`config.mk`:
```
export PLATFORM = sky130hd
export DESIGN_NAME = sjfrq_alu
export DESIGN_NICKNAME = d
export VERILOG_FILES = /design/src/hdl/sjfrq_pkg.sv /design/src/hdl/sjfrq_alu.sv
export SDC_FILE = /design/constraint.sdc
export NUM_CORES = 1
export LEC_CHECK = 0
export BUFFER_PORTS_ARGS = -buffer_cell sky130_fd_sc_hd__buf_2
export CAP_MARGIN = 20
export CORE_MARGIN = 3
export CORE_UTILIZATION = 52
export DETAILED_ROUTE_END_ITERATION = 10
export MAX_ROUTING_LAYER = met4
export PLACE_DENSITY = 0.95
export SLEW_MARGIN = 15
export SYNTH_ARGS = -nofsm -noshare
export SYNTH_HDL_FRONTEND = slang
export SYNTH_SLANG_ARGS = --single-unit
```
`constraint.sdc`:
```
create_clock -name vclk -period 6.92
set_input_delay 0.692 -clock vclk [all_inputs]
set_output_delay 0.692 -clock vclk [all_outputs]
set_load 0.05 [all_outputs]
```
`src/hdl/sjfrq_pkg.sv`:
```
`default_nettype none
package sjfrq_pkg;

    // Default sizes
    localparam int DEF_QUEUE_DEPTH = 16;
    localparam int DEF_MAX_THREADS = 64;
    localparam int HIST_LEN        = 3;

    // Field widths
    localparam int ACT_W    = 3;
    localparam int TID_W    = 6;
    localparam int RT_W     = 32;
    localparam int STAT_W   = 2;
    localparam int QCNT_W   = 5;
    localparam int S_DATA_W = 48;
    localparam int M_DATA_W = 48;

    // Shared unit width: holds the sum of three run times
    localparam int ALU_W       = RT_W + 2;
    localparam int HSTEP_W     = $clog2(HIST_LEN);

    localparam logic [RT_W-1:0] DEFAULT_RT_RESET = 32'd1000;

    // Action codes
    localparam logic [ACT_W-1:0] ACT_ADD     = 3'd0;
    localparam logic [ACT_W-1:0] ACT_REQUEUE = 3'd1;
    localparam logic [ACT_W-1:0] ACT_TAKE    = 3'd2;
    localparam logic [ACT_W-1:0] ACT_REMOVE  = 3'd3;
    localparam logic [ACT_W-1:0] ACT_SEARCH  = 3'd4;

    // Status codes
    localparam logic [STAT_W-1:0] ST_OK    = 2'd0;
    localparam logic [STAT_W-1:0] ST_EMPTY = 2'd1;
    localparam logic [STAT_W-1:0] ST_FULL  = 2'd2;
    localparam logic [STAT_W-1:0] ST_MISS  = 2'd3;

    typedef enum logic {
        ALU_ADD,
        ALU_SUB
    } alu_op_t;

    typedef struct packed {
        logic [ALU_W-1:0] value;
        logic             carry;   // carry out on add, borrow on subtract
        logic             zero;
    } alu_res_t;

    typedef struct packed {
        logic [TID_W-1:0] tid;
        logic [RT_W-1:0]  est;
    } q_entry_t;

endpackage
`default_nettype wire

```
`src/hdl/sjfrq_alu.sv`:
```
`default_nettype none
module sjfrq_alu (
    input  sjfrq_pkg::alu_op_t              op,
    input  logic [sjfrq_pkg::ALU_W-1:0]     a,
    input  logic [sjfrq_pkg::ALU_W-1:0]     b,
    output sjfrq_pkg::alu_res_t             res
);
    import sjfrq_pkg::*;

    logic [ALU_W:0] wide;

    always_comb begin
        unique case (op)
            ALU_ADD: wide = {1'b0, a} + {1'b0, b};
            ALU_SUB: wide = {1'b0, a} - {1'b0, b};
            default: wide = '0;
        endcase
    end

    assign res.value = wide[ALU_W-1:0];
    assign res.carry = wide[ALU_W];
    assign res.zero  = (wide[ALU_W-1:0] == '0);

endmodule
`default_nettype wire

```
**Word level (Yosys, flattened, before mapping)**

Index checks and enable logic that the tools add are counted.

- Bitwise logic cells: 1
- Add/subtract/negate cells: 2
- Multiplexer cells: 1
- Reduce and logical (&&, ||, !) cells: 1

Operator list:

| cell | number |
|---|---|
| $pmux W35 S2 | 1 |
| $add A34 B34 Y35 | 1 |
| $sub A34 B34 Y35 | 1 |
| $logic_not A34 Y1 | 1 |
| $not A1 Y1 | 1 |

- Input bits: 69
- Output and inout bits: 36
- Flip-flop bits (word level): 0

**Logic depth before layout (Yosys ltp)**

Gate-level depths: netlist of the first run.

- Word-level depth: 3
- Gate-level depth with buffers: 20
- Gate-level depth less buffers: 19

**Worst setup path after synthesis of the first run**

No wires, ideal clock.

- Path type: input-to-output
- Start point: in b[6] in the netlist's numbering
- End point: out res[0] in the netlist's numbering
- Path slack: 44 ps
- Data arrival time: 6184 ps
- Cell stages on the path: 16
- Buffers on the path: 0
- Cells stage by stage: or4_1 -> nor4_1 -> nand2b_1 -> nor2_1 -> a21oi_1 -> xnor2_1 -> ha_1 -> nand2_1 -> or3_1 -> a311oi_2 -> nor3_2 -> o41ai_1 -> xor2_1 -> or4_1 -> or4b_1 -> nor4_2

RTL lines:

| item | line | source |
|---|---|---|
| start: declaration | sjfrq_alu.sv:5 | `input logic [sjfrq_pkg::ALU_W-1:0] b,` |
| end: declaration | sjfrq_alu.sv:6 | `output sjfrq_pkg::alu_res_t res` |

==> results of run 1 <==
==> layout make-up <==
cell class	instances	area [sq um]	share of cell area [%]
inverters	15	56.30	1.763
multi-input cells	361	2520	78.92
well taps	67	83.83	2.625
repair buffers	106	533.0	16.69
==> where the power goes <==
| group | total, mW | switching [mW] | internal, mW | leakage (nW) |
|---|---|---|---|---|
| clock network | 0 | 0 | 0 | 0 |
| registers | 0 | 0 | 0 | 0 |
| logic | 0.685 | 0.487 | 0.198 | 1.48 |
==> stage by stage <==
stage,worst slack [ns],hold slack [ns]
final,0.2253,1.879
after global routing,-0.003499,1.919
after CTS,0.2130,1.887
after detailed placement,0.2212,1.886
after global placement,0.4096,1.873
after floorplan,0.04434,1.673
==> cells in the final DEF, fill, tap and decap left out, types with 4 or more instances in the layout <==
| master | Yosys | layout |
|---|---|---|
| nand2_1 | 24 | 24 |
| and2_1 | 4 | 4 |
| nand2b_1 | 4 | 4 |
| xnor2_1 | 50 | 50 |
| o21ai_1 | 4 | 4 |
| ha_1 | 35 | 35 |
| or4_1 | 5 | 5 |
| nor2_1 | 48 | 47 |
| o211ai_1 | 5 | 5 |
| buf_2 | 0 | 105 |
| nor4_1 | 7 | 7 |
| nor3_1 | 14 | 14 |
| nand3_1 | 5 | 5 |
| inv_1 | 15 | 15 |
| or3_1 | 6 | 6 |
| a21o_1 | 14 | 14 |
| a31oi_1 | 10 | 10 |
| a21oi_1 | 47 | 47 |
| nor2b_1 | 4 | 4 |
| xor2_1 | 13 | 13 |
| o21ai_0 | 12 | 12 |
| nand4_1 | 5 | 5 |
==> critical path, cell delays in order <==
cell	delay (ns)
buf_2	0.11
or4_1	0.57
nor4_1	0.32
nand2b_1	0.16
nor2_2	0.25
a21oi_1	0.12
xnor2_1	0.16
ha_1	0.40
nand2_1	0.13
or3_1	0.45
a311oi_4	0.35
nor3_2	0.10
o41ai_1	0.42
xor2_1	0.15
or4_1	0.56
or4b_1	0.57
nor4_2	0.21
buf_2	0.29
==> routing by layer <==
metal / global-route usage [%] / vias up
met4: 6.228 / 0
li1: - / 1626
met1: 36.25 / 1515
met3: 1.408 / 24
met2: 49.39 / 147
met5: - / -
==> logic make-up (layout without fill, tap and decap cells) <==
| kind of cell | count (synthesis) | count (layout) | share of synthesized area [%] |
|---|---|---|---|
| adder cells (fa/ha/maj) | 36 | 36 | 17.41 |
| multiplexers | 1 | 1 | 0.3806 |
| AND/OR/NAND/NOR | 141 | 141 | 26.97 |
| buffers and inverters | 29 | 121 | 4.900 |
| XOR/XNOR | 63 | 63 | 20.98 |
| AO/OA/AOI/OAI | 120 | 120 | 29.35 |
==> worst paths after layout <==
check                    end  cells after the start
worst max-delay path  res[0]                     18
worst min-delay path  res[2]                      4
==> results.toml, run 1 <==
[outcome]
status = "finished clean"

[route]
viasPerCell = 6.033
wl_met1_microns = 3679
postRouteAntennaNets = 0
initialDrtViolationCount = 182
route.detailed.drc = 0
met3_length_microns = 542
drt_wl_total_microns = 8518
met2_length_microns = 4066
topRoutingLayerUsed = "met4"
drtPass1Iterations = 5
routedWlPerCell_microns = 15.52
vias = 3312

[power]
leakage_nw = 1.477
total_power_mw = 0.6851
vdd_drop_max_mv = 0.1837
power-per-cell-area_nw_per_um2 = 214.6

[die]
core_sq_um = 4817
io_pins = 105
die_w_microns = 77.12
fp.dieH_microns = 77.12
rows = 25
dieArea_sq_um = 5947
initial_utilization_pct = 54.60

[yosys]
seq_area_frac_synth_pct = 0
yosysTopAreaCell = "ha_1"
synth_cells = 390
synthTopCellsByCount = "xnor2_1, nor2_1, a21oi_1"
synth_area_per_cell_sq_um = 6.744
synth.distinct_cells = 59
synthTopCellsByArea = "ha_1, xnor2_1, a21oi_1"
yosysTopAreaCellShare_pct = 16.65
yosysWarningCount = 0
synthMostInstantiatedCell = "xnor2_1"
syn_area_sq_um = 2630
synth.net_count = 495

[place]
place.gp.congestion = 0.9692
place_area_sq_um = 3174
place_hpwl_microns = 7437
io_buffers = 105
dp_cells = 549

[clock_tree]
cts_hold_buf = 0
post-cts-setup-buffer-count = 0
cts_resized = 0

[global_route]
grt_max_degree = 35
antenna_found_initial = 0
overflow = 0
grt_util_all_layers_pct = 28.36
grt_pass1_vias = 3113
grt_pass1_wl_microns = 13980

[layout]
antenna_cells = 0
seqCellArea_sq_um = 0
nFlopsAndLatches = 0
n_fill_cell = 448
area_growth_pct = 21.41
final_util_pct = 66.29
nets = 589
stdcell_area_sq_um = 3193
drive_gt1_share_pct = 24.07
instances_no_fill = 549
clkbuf_count = 0

[timing]
finalHoldViolCount = 0
setup_tns_ns = 0
fmax_mhz = 149.4
slew_headroom_pct = 57.50
tightest_slew_ns = 0.6322
timing.final.crit_period_ns = 6.695
post-route-period-util_pct = 96.74
drv_slew = 0
setup_viol = 0

[setup_path]
worstSetupPathType = "input pin to output pin"
worst_setup_path_end_kind = "output pin"
critPathLaunchType = "input pin"
cp.required_ns = 6.23
cp.arrival_ns = 6.00
critPathMaxFanout = 6
crit_start = "b[6]"

[min_path]
min-delay-start = "b[0]"
hold_path_class = "input pin to output pin"

[flow_run]
max_cap_viol_count = 0
No activity file was read; power rests on OpenSTA's default activity.
==> run 2, diff against run 1 <==
--- a/config.mk
+++ b/config.mk
@@ -12,7 +12,7 @@
 export DETAILED_ROUTE_END_ITERATION = 10
 export MAX_ROUTING_LAYER = met4
 export PLACE_DENSITY = 0.95
-export SLEW_MARGIN = 15
+export RECOVER_POWER = 50
 export SYNTH_ARGS = -nofsm -noshare
 export SYNTH_HDL_FRONTEND = slang
 export SYNTH_SLANG_ARGS = --single-unit
==> results.toml, run 2 (synthesized netlist as in run 1, its figures left out) <==
[layout]
nFlopsAndLatches = 0
clkbuf_count = 0
area_growth_pct = 20.65
antenna_cells = 0
n_fill_cell = 459
layout_common_cells = "buf_2, xnor2_1, nor2_1, a21oi_1, ha_1"
seqCellArea_sq_um = 0
drive_gt1_share_pct = 20.75
multi_input_area_sq_um = 2520
nets = 589
final_common_cell = "buf_2"

[global_route]
grt_pass1_wl_microns = 13980
grt_util_all_layers_pct = 28.36
overflow = 0
grt_pass1_vias = 3113
grt_max_degree = 35
antenna_found_initial = 0

[outcome]
status = "finished clean"

[timing]
tightest_slew_ns = 0.6102
fmax_mhz = 149.5
timing.final.crit_period_ns = 6.691
finalHoldViolCount = 0
slew_headroom_pct = 58.97
drv_slew = 0
hold_slack_ns = 1.954
setup_viol = 0
setup_tns_ns = 0
post-route-period-util_pct = 96.69

[setup_path]
crit_end = "res[0]"
critPathLaunchType = "input pin"
critPathMaxFanout = 6
cp.arrival_ns = 6.00
worstSetupPathType = "input pin to output pin"
cp.required_ns = 6.23
crit_start = "b[6]"
worst_setup_path_end_kind = "output pin"

[route]
routedWlPerCell_microns = 15.44
vias = 3310
initialDrtViolationCount = 167
postRouteAntennaNets = 0
drtPass1Iterations = 5
drt_wl_total_microns = 8478
viasPerCell = 6.029
route.detailed.drc = 0

[die]
fp.dieH_microns = 77.12
rows = 25
die_w_microns = 77.12
io_pins = 105
initial_utilization_pct = 54.60
core_sq_um = 4817
dieArea_sq_um = 5947

[clock_tree]
cts_hold_buf = 0

[place]
place_hpwl_microns = 7437
place.gp.congestion = 0.9692
io_buffers = 105

[power]
power-per-cell-area_nw_per_um2 = 213.0
leakage_nw = 1.433
vdd_drop_max_mv = 0.1829

[flow_run]
max_cap_viol_count = 0

[min_path]
hold_path_class = "input pin to output pin"
run 2: cell types whose count changed in the layout (fill, tap and decap cells not counted):
cell	change
buf_2	-16
clkbuf_1	+16
run 2: layer usage:
metal / part of all wire, % / vias up / track usage [%] / routed length, microns
met5: 0 / - / - / 0
met4: 2.5 / 0 / 6.228 / 211
met3: 6.4 / 18 / 1.408 / 542
met2: 48 / 147 / 49.39 / 4098
met1: 43 / 1517 / 36.25 / 3626
li1: - / 1628 / - / -
run 2: what timing repair did:
item | CTS | global route
setup buffers | 0 | 0
resized for setup | 0 | 3
endpoints found under the setup margin | 0 | 1
run 2: worst max-delay path, cell delays in order:
cell and delay [ns]:
buf_2 0.11, or4_1 0.57, nor4_1 0.32, nand2b_1 0.16, nor2_2 0.25, a21oi_1 0.12
xnor2_1 0.16, ha_1 0.40, nand2_1 0.13, or3_1 0.45, a311oi_4 0.35, nor3_2 0.10
o41ai_1 0.42, xor2_1 0.15, or4_1 0.56, or4b_1 0.56, nor4_2 0.21, buf_2 0.29
run 2: where the power goes:
part           internal (mW)  switching, mW  leakage [nW]  total [mW]
registers                  0              0             0           0
clock network              0              0             0           0
logic                  0.189          0.487          1.43       0.676
total                  0.189          0.487          1.43       0.676
run 2: layout make-up:
class | instances | share of cell area [%]
multi-input combinational | 361 | 79.42
timing repair buffer | 106 | 16.17
inverter | 15 | 1.774
tap | 67 | 2.642
run 2: worst min path at each step:
stage                     start  endpoint  slack (ns)  cells after the start
after floorplan            b[0]    res[2]        1.67                      2
after global placement     b[0]    res[2]        1.87                      4
after detailed placement   b[0]    res[2]        1.89                      4
after CTS                  b[0]    res[2]        1.89                      4
after global routing      a[33]   res[35]        1.98                      4
final                     a[33]   res[35]        1.95                      4
run 2: through the flow:
step | total power [mW] | setup slack [ns] | std cells | utilization (%) | cell area, sq um
final | 0.6760 | 0.2291 | 549 | 65.87 | 3173
after global routing | 0.7218 | -0.003499 | 549 | 65.87 | 3173
after CTS | 0.6764 | 0.2130 | 549 | 65.90 | 3174
after detailed placement | 0.6741 | 0.2212 | 549 | 65.90 | 3174
after global placement | 0.6641 | 0.4096 | 549 | 65.90 | 3174
after floorplan | 0.5249 | 0.04434 | 390 | - | 2630
==> run 3, diff against run 2 <==
--- a/config.mk
+++ b/config.mk
@@ -5,10 +5,14 @@
 export SDC_FILE = /design/constraint.sdc
 export NUM_CORES = 1
 export LEC_CHECK = 0
+export ABC_AREA = 1
+export ABC_CLOCK_PERIOD_IN_PS = 6920
 export BUFFER_PORTS_ARGS = -buffer_cell sky130_fd_sc_hd__buf_2
 export CAP_MARGIN = 20
+export CELL_PAD_IN_SITES_DETAIL_PLACEMENT = 0
+export CELL_PAD_IN_SITES_GLOBAL_PLACEMENT = 1
 export CORE_MARGIN = 3
-export CORE_UTILIZATION = 52
+export CORE_UTILIZATION = 36
 export DETAILED_ROUTE_END_ITERATION = 10
 export MAX_ROUTING_LAYER = met4
 export PLACE_DENSITY = 0.95
==> results.toml, run 3 <==
[outcome]
status = "finished clean"

[layout]
antenna_cells = 0
drive_gt1_share_pct = 13.27
seqCellArea_sq_um = 0
n_fill_cell = 1242
area_growth_pct = 16.66
stdcell_area_sq_um = 4556
layout_common_cells = "nand2_1, inv_1, buf_2"
nets = 1011
final_common_cell = "nand2_1"
clkbuf_count = 0
nFlopsAndLatches = 0

[global_route]
grt_pass1_wl_microns = 19750
grt_util_met1_pct = 30.21
antenna_found_initial = 0
busiest_layer = "met2"
grtUsageMet3_pct = 0.2912
grt_max_degree = 21
grt_pass1_vias = 4304
overflow = 0
grt_util_all_layers_pct = 20.36
grt.met2_usage_pct = 32.15

[setup_path]
worst_setup_path_end_kind = "output pin"
critPathMaxFanout = 20
worstSetupPathType = "input pin to output pin"
cp.required_ns = 6.23
critPathLaunchType = "input pin"
cp.arrival_ns = 4.45

[place]
place.gp.congestion = 0.9151
place_area_sq_um = 4578
io_buffers = 105
place_hpwl_microns = 10900

[power]
power-per-cell-area_nw_per_um2 = 154.4
vdd_drop_max_mv = 0.09201
intPower_mw = 0.1886
total_power_mw = 0.7036
p_clk_share_pct = 0
p_switching_mw = 0.5150
leakage_nw = 2.953
combPwrFrac_pct = 100.0
p_seq_share_pct = 0
swShare_pct = 73.19

[yosys]
synth_cells = 804
syn_area_sq_um = 3905
synth_xor_area_share_pct = 7.850
synthMostInstantiatedCell = "nand2_1"
synth.net_count = 909
yosysTopAreaCell = "nand2_1"
synth_fa_ha_area_share_pct = 11.73
synth.distinct_cells = 34
synth_top_family_by_area = "simple AND/OR/NAND/NOR gates"
synth_simple_gate_area_share_pct = 54.76
synthMuxAreaShare_pct = 0
synthTopCellsByArea = "nand2_1, inv_1, ha_1"
synth_area_per_cell_sq_um = 4.857
seq_area_frac_synth_pct = 0
yosysTopAreaCellShare_pct = 28.55
synthTopCellsByCount = "nand2_1, inv_1, nor2_1"
yosysWarningCount = 0
synth_compound_area_share_pct = 6.536

[timing]
timing.final.crit_period_ns = 5.142
tightest_slew_ns = 0.7818
finalHoldViolCount = 0
slew_headroom_pct = 47.88
hold_slack_ns = 1.933
drv_slew = 0
fmax_mhz = 194.5
setup_viol = 0
post-route-period-util_pct = 74.31
rsz0062_at_grt = "no"
setup_tns_ns = 0

[die]
rows = 37
dieArea_sq_um = 12130
io_pins = 105
core_sq_um = 10420
initial_utilization_pct = 37.49
fp.dieH_microns = 110.2
die_w_microns = 110.2

[clock_tree]
cts_resized = 0
cts_hold_buf = 0
post-cts-setup-buffer-count = 0

[route]
initialDrtViolationCount = 226
routedWlPerCell_microns = 11.40
drt_wl_total_microns = 11860
route.detailed.drc = 0
drtPass1Iterations = 5
vias = 4721
postRouteAntennaNets = 0
viasPerCell = 4.539

[min_path]
min-delay-start = "b[0]"
worst_hold_path.endpoint = "res[2]"
whs_path_depth = 4
hold_path_class = "input pin to output pin"

[flow_run]
max_cap_viol_count = 0
## run 3: cell count changes after synthesis, moves of 16 or more
cell / previous run / this run
a21oi_1: 47 / 23
inv_1: 15 / 193
nand2_1: 24 / 297
nand2_2: 0 / 16
nand3_1: 5 / 42
nor2_1: 48 / 75
xnor2_1: 50 / 8
## run 3: how the worst max path moves through the flow
stage          start     end  slack, ns  cells past startpoint
2_1_floorplan   b[1]  res[0]       2.30                     21
3_3_place_gp    b[0]  res[0]       1.97                     25
3_5_place_dp    b[1]  res[0]       1.96                     25
4_1_cts         b[0]  res[0]       1.96                     25
5_1_grt           op  res[0]       1.49                     20
6_report          op  res[0]       1.78                     20
## run 3: cell type report
type | count | area, sq um | share of cell area (%)
inverter | 193 | 724.4 | 15.90
multi-input combinational | 606 | 3158 | 69.32
tap | 136 | 170.2 | 3.735
timing repair buffer | 105 | 503.0 | 11.04
## run 3: through the flow
stage | util, % | instances | setup WS [ns]
after floorplan | - | 804 | 2.297
after global routing | 43.74 | 1040 | 1.486
final | 43.74 | 1040 | 1.778
after detailed placement | 43.95 | 1040 | 1.962
after global placement | 43.95 | 1040 | 1.971
after CTS | 43.95 | 1040 | 1.955
## run 3: worst max-delay path, stage by stage
cell      delay [ns]
clkbuf_1        0.57
inv_1           0.54
nand2_1         0.25
o21ai_0         0.13
xor2_1          0.19
ha_1            0.37
nand2_1         0.13
inv_1           0.05
nand2_1         0.06
nand2_1         0.06
a21oi_1         0.28
nor2_1          0.11
nor2_1          0.19
nand3b_1        0.09
nand2_1         0.10
nand2_1         0.05
nor2_1          0.11
nand3_1         0.10
nor2_1          0.10
buf_2           0.27
## run 3: cells by family after synthesis
logic type / Yosys count
AO/OA/AOI/OAI: 45
adder cells (fa/ha/maj): 36
XOR/XNOR: 35
buffers and inverters: 198
AND/OR/NAND/NOR: 490
## run 3: layer usage
| layer | up-vias | wire length [microns] | share of wire, % |
|---|---|---|---|
| li1 | 2626 | - | - |
| met1 | 1997 | 6213 | 52 |
| met2 | 90 | 5090 | 43 |
| met3 | 8 | 430 | 3.6 |
| met4 | 0 | 123 | 1.0 |
| met5 | - | 0 | 0 |
## run 3: power by group through the flow
stage,registers (mW),clock network (mW),logic (mW)
6_report,0,0,0.704
5_1_grt,0,0,0.783
4_1_cts,0,0,0.709
3_5_place_dp,0,0,0.708
3_3_place_gp,0,0,0.707
2_1_floorplan,0,0,0.539
